$ cat src/mrbt_pkg.sv
`timescale 1ns / 1ps

package mrbt_pkg;

   localparam int ENTRIES   = 128;
   localparam int ADDR_BITS = 32;
   localparam int TAG_BITS  = 8;
   localparam int ACT_BITS  = 3;
   localparam int STAT_BITS = 2;
   localparam int PROBES    = 4;

   localparam logic [ACT_BITS-1:0] ACT_REGISTER   = 3'd0;
   localparam logic [ACT_BITS-1:0] ACT_UNREGISTER = 3'd1;
   localparam logic [ACT_BITS-1:0] ACT_QUERY      = 3'd2;
   localparam logic [ACT_BITS-1:0] ACT_SAME       = 3'd3;
   localparam logic [ACT_BITS-1:0] ACT_COPY       = 3'd4;

   localparam logic [STAT_BITS-1:0] ST_OK        = 2'd0;
   localparam logic [STAT_BITS-1:0] ST_NOT_FOUND = 2'd1;
   localparam logic [STAT_BITS-1:0] ST_FULL      = 2'd2;
   localparam logic [STAT_BITS-1:0] ST_VIOLATION = 2'd3;

   // probe slots: start a, start b, last byte of a, last byte of b
   localparam int PRB_A      = 0;
   localparam int PRB_B      = 1;
   localparam int PRB_LAST_A = 2;
   localparam int PRB_LAST_B = 3;

   typedef enum logic [2:0] {
      FSM_CLEAR,
      FSM_IDLE,
      FSM_SCAN,
      FSM_DRAIN,
      FSM_FINISH
   } state_type;

   typedef struct packed {
      logic [ACT_BITS-1:0]  action;
      logic [ADDR_BITS-1:0] address_a;
      logic [ADDR_BITS-1:0] address_b;
      logic [ADDR_BITS-1:0] length;
      logic [TAG_BITS-1:0]  region_tag;
   } req_type;

   typedef struct packed {
      logic [STAT_BITS-1:0] status;
      logic [ADDR_BITS-1:0] bound_low;
      logic [ADDR_BITS:0]   bound_high;
   } rsp_type;

   typedef struct packed {
      logic load;
      logic scan_rd;
      logic clear_wr;
      logic commit;
   } dp_cmd_type;

   typedef struct packed {
      logic out_free;
   } dp_stat_type;

endpackage

$ cat src/mrbt_ctrl.sv
`timescale 1ns / 1ps

module mrbt_ctrl #(
   parameter  int ENTRIES = mrbt_pkg::ENTRIES,
   localparam int IDX_W   = (ENTRIES > 1) ? $clog2(ENTRIES) : 1
) (
   input  logic                     clock,
   input  logic                     reset,
   input  logic                     req_valid,
   output logic                     req_stall,
   output mrbt_pkg::dp_cmd_type     cmd,
   output logic [IDX_W-1:0]         idx,
   input  mrbt_pkg::dp_stat_type    stat
);

   mrbt_pkg::state_type state_ff, state_in;
   logic [IDX_W-1:0]    cnt_ff, cnt_in;
   logic                last_idx;

   assign last_idx = (cnt_ff == IDX_W'(ENTRIES - 1));

   always_ff @(posedge clock) begin
      if (reset) begin
         state_ff <= mrbt_pkg::FSM_CLEAR;
         cnt_ff   <= '0;
      end else begin
         state_ff <= state_in;
         cnt_ff   <= cnt_in;
      end
   end

   always_comb begin
      state_in = state_ff;
      cnt_in   = cnt_ff;
      unique case (state_ff)
         mrbt_pkg::FSM_CLEAR: begin
            cnt_in = cnt_ff + 1'b1;
            if (last_idx) begin
               state_in = mrbt_pkg::FSM_IDLE;
               cnt_in   = '0;
            end
         end
         mrbt_pkg::FSM_IDLE: begin
            cnt_in = '0;
            if (req_valid) begin
               state_in = mrbt_pkg::FSM_SCAN;
            end
         end
         mrbt_pkg::FSM_SCAN: begin
            cnt_in = cnt_ff + 1'b1;
            if (last_idx) begin
               state_in = mrbt_pkg::FSM_DRAIN;
               cnt_in   = '0;
            end
         end
         mrbt_pkg::FSM_DRAIN: begin
            state_in = mrbt_pkg::FSM_FINISH;
         end
         mrbt_pkg::FSM_FINISH: begin
            if (stat.out_free) begin
               state_in = mrbt_pkg::FSM_IDLE;
            end
         end
         default: begin
            state_in = mrbt_pkg::FSM_CLEAR;
            cnt_in   = '0;
         end
      endcase
   end

   always_comb begin
      cmd       = '0;
      req_stall = 1'b1;
      idx       = cnt_ff;
      unique case (state_ff)
         mrbt_pkg::FSM_CLEAR: begin
            cmd.clear_wr = 1'b1;
         end
         mrbt_pkg::FSM_IDLE: begin
            req_stall = 1'b0;
            cmd.load  = req_valid;
         end
         mrbt_pkg::FSM_SCAN: begin
            cmd.scan_rd = 1'b1;
         end
         mrbt_pkg::FSM_DRAIN: begin
         end
         mrbt_pkg::FSM_FINISH: begin
            cmd.commit = stat.out_free;
         end
         default: begin
         end
      endcase
   end

`ifndef SYNTH
   a_commit_free: assert property (@(posedge clock) disable iff (reset)
      cmd.commit |-> stat.out_free)
      else $error("result committed while output register busy");

   a_load_starts_scan: assert property (@(posedge clock) disable iff (reset)
      cmd.load |=> (cmd.scan_rd && idx == '0))
      else $error("scan did not start at entry zero after request");

   a_scan_to_drain: assert property (@(posedge clock) disable iff (reset)
      (cmd.scan_rd && last_idx) |=> (state_ff == mrbt_pkg::FSM_DRAIN))
      else $error("scan did not end after last entry");
`endif

endmodule

$ cat config.mk
export PLATFORM = sky130hd
export DESIGN_NAME = mrbt_ctrl
export DESIGN_NICKNAME = d
export VERILOG_FILES = /design/src/mrbt_pkg.sv /design/src/mrbt_ctrl.sv
export SDC_FILE = /design/constraint.sdc
export NUM_CORES = 1
export LEC_CHECK = 0
export ABC_AREA = 1
export BUFFER_PORTS_ARGS = -buffer_cell sky130_fd_sc_hd__buf_2
export CAP_MARGIN = 0
export CORE_MARGIN = 2
export CORE_UTILIZATION = 40
export CTS_CLUSTER_DIAMETER = 30
export CTS_CLUSTER_SIZE = 14
export DETAILED_ROUTE_END_ITERATION = 10
export PLACE_DENSITY = 0.65
export SYNTH_ARGS = -nofsm -noshare
export SYNTH_HDL_FRONTEND = slang
export SYNTH_SLANG_ARGS = --single-unit
$ cat constraint.sdc
create_clock -name clock -period 1.6 [get_ports clock]
set_input_delay 0.08 -clock clock [delete_from_list [all_inputs] [get_ports clock]]
set_output_delay 0.08 -clock clock [all_outputs]
set_load 0.03 [all_outputs]
==> metrics.cfg, run 1 <==
[finish]
area_delta_synth_final_pct=21.0
layout.nets=110
diodes=0
layout-drive-gt1-share_pct=26.2
post-route-util_pct=51.5
final_cell_mix=15 x nor2_1, 15 x nand2_1, 15 x buf_2

[cts]
cts.hold.buffers_added=0
clkTransAtPathRegs_ns=0.06
cts_tree=done
clk_latency_ns=0.26
cts_root_buf=clkbuf_4
cts_buffers=3
clock-sinks=10
clk_path_buf_depth=2
post_cts_buffers=0
cts.repair.resized=0
h-tree-depth=1

[floorplanning]
initial_core_util_pct=42.6
die_h_um=41.2
die_w_um=41.2
dieArea_sq_um=1700
num_io_pins=16
core_sq_um=1300
rows=13

[drt]
drt_wl_total_um=1200
wl_met1_um=587
top_layer=met4
via_count=539
via_per_inst=4.57
drt_iter0_markers=7
wire_per_inst_um=10.2
ant_nets=0
wl_met2_um=538
drc=0
dr.pass1.iters=4
dr_wl_met3_um=62

[yosys]
syn_nets=90
syn_area_sq_um=554
synthDistinctLibCells=19
synth_area_per_cell_sq_um=6.52
yosysWarningCount=0
syn_inst=85
synth-seq-cells=10
yosysSeqAreaShare_pct=36.1

[power_and_ir_drop]
powerDensity_nw_per_um2=1090
finalPower_mw=0.734
p_leak_nw=0.343
vdd_ir_drop_max_v=0.000596

[setup_path]
critPathLaunchType=flip-flop
path_max_fanout=6
crit_path_max_incr_delay_ns=0.36
path_common_cell=nor2_1
crit_chain=nor2_1 -> inv_1 -> nor2_1 -> buf_2
path_buf_inv=2
slowest_stage=dfxtp_1
critical-path-top-delay-family=simple AND/OR/NAND/NOR gates
crit_arrival_ns=1.32
path_class=reg -> out
end_kind=output port
critical_path_required_ns=1.52

[place]
hpwlAfterDp_um=959
gp_congestion=0.784
io_buffer_count=15

[global_routing]
grt_max_degree=9
grt.total_usage_pct=16.4
grt_pass1_vias=441
antenna_found_initial=0
grt_pass1_wl_um=1770
grt_overflow=0

[sta]
fin_crit_sh_pct=87.8
hold_violations=0
slew_headroom_pct=74.8
rsz0062_at_grt=false
finClkSkew_ns=0.00685
worst_pin_slew_ns=0.376
final-setup-viol-count=0
final.setup.tns_ns=0
slew_viol_final=0
max_freq_mhz=712
period_needed_ns=1.40

[job]
cap_violations=0

[worst_hold_path]
holdCritPathClass=in -> reg

[run_status]
status=finished, final reports clean

==> worst paths after layout <==
path / startpoint / to / slack (ns) / cells past startpoint
setup / recovery: state_ff[2]$_SDFFE_PP0P_ / cmd[1] / 0.20 / 4
setup reg to reg: idx[0]$_SDFFE_PP0N_ / idx[6]$_SDFFE_PP0N_ / 0.30 / 6
hold / removal: reset / state_ff[2]$_SDFFE_PP0P_ / 0.03 / 2
hold reg to reg: idx[6]$_SDFFE_PP0N_ / idx[6]$_SDFFE_PP0N_ / 0.50 / 2
==> sequential cells by signal, summed over array words and instances (netlist names) <==
signal    count
idx           7
state_ff      3
==> layout make-up <==
type / instances / area (sq um)
multi-input cells: 60 / 298
clock buffers: 3 / 22.5
fillers: 143 / 631
inverters: 15 / 56.3
well taps: 15 / 18.8
repair buffers: 15 / 75.1
flip-flops and latches: 10 / 200
==> cells by family (layout without fill, tap and decap cells) <==
logic type	count (synthesis)	count (layout)	synth area share (%)
and+or+nand+nor	47	47	39.1
DFF	10	10	36.1
AOI/OAI and AO/OA	11	11	10.8
adders and majority gates	1	1	2.26
buffers and inverters	15	33	10.2
xor gates and xnor gates	1	1	1.58
==> per-layer routing <==
layer | global-route usage, % | vias to the layer above
met4 | 9.68 | 0
met5 | 0 | -
li1 | - | 305
met1 | 19.8 | 218
met3 | 3.26 | 2
met2 | 26.6 | 14
==> per-stage QoR <==
stage          hold slack (ns)  worst slack, ns  instance area (sq um)  cells
2_1_floorplan            0.149            0.184                    554     85
3_3_place_gp             0.302            0.346                    648    115
3_5_place_dp             0.300            0.322                    648    115
4_1_cts                 0.0254            0.187                    671    118
5_1_grt                 0.0307            0.114                    671    118
6_report                0.0262            0.195                    671    118
==> synth_stat cells <==
master   number  area (sq um)
xor2_1        1          8.76
a21oi_1       7          35.0
nand2_4       1          11.3
nand2_1      15          56.3
nand3_2       1          10.0
or2_2         1          6.26
nand4_1       1          6.26
inv_2         1          3.75
o21ai_2       1          8.76
nand3_1       8          40.0
nor3_1        1          5.00
nor2_1       15          56.3
dfxtp_1      10           200
o22ai_1       1          6.26
nand2_2       3          18.8
nor2_2        1          6.26
o21ai_0       2          10.0
ha_1          1          12.5
inv_1        14          52.6
==> worst register-to-register path: stages, from the launching register on <==
cell and delay [ns]:
dfxtp_1 0.39, ha_1 0.21, nand3_1 0.12, o21ai_2 0.23, nand2_2 0.07, nand2_2 0.11
nor2_1 0.06
==> power breakdown <==
part | leakage (nW) | switching [mW] | internal (mW)
sequential | 0.0813 | 0.0344 | 0.276
clock | 0.0138 | 0.0746 | 0.0863
combinational | 0.248 | 0.181 | 0.0810
total | 0.343 | 0.290 | 0.444
Note: power is estimated with default switching activity, not from simulation.
==> run 2, diff against run 1 <==
==> constraint.sdc (replaced) <==
create_clock -name clock -period 1.6 [get_ports clock]
set_input_delay 0.24 -clock clock [delete_from_list [all_inputs] [get_ports clock]]
set_output_delay 0.24 -clock clock [all_outputs]
set_load 0.03 [all_outputs]
==> run 2 against run 1 <==
Via count rose by 6.7%. Sequential cell count did not move. Clock power rose by 5%. Count of clock-buffer cells in the layout did not move. First-iteration DRC count rose by 86%. Wire length fell by 1.7%. Cell count rose by 0.85%. Sequential share of layout area fell by 0.33 points. Sequential power barely moved. Critical path depth rose by 1. Largest power group unchanged.
==> metrics.cfg, run 2 (synthesis results as in run 1) <==
[sta]
max_freq_mhz=686
final.setup.tns_ns=0
period_needed_ns=1.46
slew_viol_final=0
slew_headroom_pct=85.4
setup_slack_ns=0.143
whs_ns=0.182
fin_crit_sh_pct=91.1
finClkSkew_ns=0.00479
rsz0062_at_grt=false
worst_pin_slew_ns=0.218
hold_violations=0
final-setup-viol-count=0

[floorplanning]
die_w_um=41.2
core_sq_um=1300
num_io_pins=16
dieArea_sq_um=1700
rows=13
die_h_um=41.2
initial_core_util_pct=42.6

[drt]
via_count=575
wire_per_inst_um=9.91
ant_nets=0
drc=0
via_per_inst=4.83
drt_iter0_markers=13
drt_wl_total_um=1180
dr.pass1.iters=4

[place]
placedCellCount=116
hpwlAfterDp_um=933
gp_congestion=0.795
io_buffer_count=15
preCtsSetupSlack_ns=0.315
placed_area_sq_um=656

[power_and_ir_drop]
p_sw_mw=0.296
powerDensity_nw_per_um2=1100
vdd_ir_drop_max_v=0.000441
swShare_pct=39.6
share_seq_of_total_power_pct=41.3
finalPower_mw=0.746
p_leak_nw=0.347
p_int_mw=0.450
clkPwrFrac_pct=22.7
pwr-share-comb_pct=36.0

[cts]
clk_path_buf_depth=2
clkTransAtPathRegs_ns=0.06
cts.hold.buffers_added=0
cts_root_buf=clkbuf_4
cts_buffers=3
h-tree-depth=1
cts_tree=done
post_cts_buffers=0
clock-sinks=10
clk_latency_ns=0.27
cts.repair.resized=0

[finish]
multi_input_area_sq_um=298
final_area_sq_um=678
post-route-util_pct=52.1
layoutNonFillerInstCount=119
area_delta_synth_final_pct=22.3
layout.nets=111
layout-drive-gt1-share_pct=26.9
diodes=0
fill_cells=138
largest_reg_flops=7
register_area_sq_um=200
final_cell_mix=15 x nor2_1, 15 x nand2_1, 15 x buf_2

[global_routing]
grt_max_degree=9
grt_overflow=0
grt_pass1_wl_um=1980
antenna_found_initial=0
grt_pass1_vias=466
grt.total_usage_pct=18.6

[worst_hold_path]
holdCritPathClass=in -> reg

[job]
cap_violations=0

[setup_path]
path_max_fanout=4
critPathLaunchType=flip-flop
end_kind=output port
critical_path_required_ns=1.36
path_class=reg -> out
crit_arrival_ns=1.22

[run_status]
status=finished, final reports clean

[run 2: area by class of cell]
type	count	share of cell area [%]
Inverter	15	8.30
Tap cell	15	2.77
Clock buffer	3	3.32
Sequential cell	10	29.5
Multi-Input combinational cell	60	43.9
Timing Repair Buffer	16	12.2
[run 2: worst paths after layout]
check	slack (ns)	end	cells past startpoint	startpoint
hold / removal	0.18	idx[4]$_SDFFE_PP0N_	2	reset
hold reg to reg	0.49	idx[6]$_SDFFE_PP0N_	2	idx[6]$_SDFFE_PP0N_
setup reg to reg	0.30	idx[5]$_SDFFE_PP0N_	6	idx[0]$_SDFFE_PP0N_
setup / recovery	0.14	cmd[3]	5	state_ff[0]$_SDFFE_PP0P_
[run 2: critical path: stages, from the launching register on]
cell	delay, ns
dfxtp_1	0.39
inv_1	0.09
nor2_1	0.12
nand2_1	0.08
nor2_1	0.07
buf_2	0.19
[run 2: power groups by stage]
stage                     Clock, mW  Combinational, mW  Sequential (mW)
after floorplan                   0              0.167            0.342
after detailed placement          0              0.269            0.313
after CTS                     0.177              0.271            0.308
after global routing          0.192              0.302            0.313
final                         0.169              0.269            0.308
after global placement            0              0.269            0.313
[run 2: layer usage]
metal  track usage, %  vias up  wire length [um]
met5                0        -                 0
met4             12.1        0                21
met3             4.89        3                66
met2             25.8       19               478
met1             25.0      247               613
li1                 -      306                 -
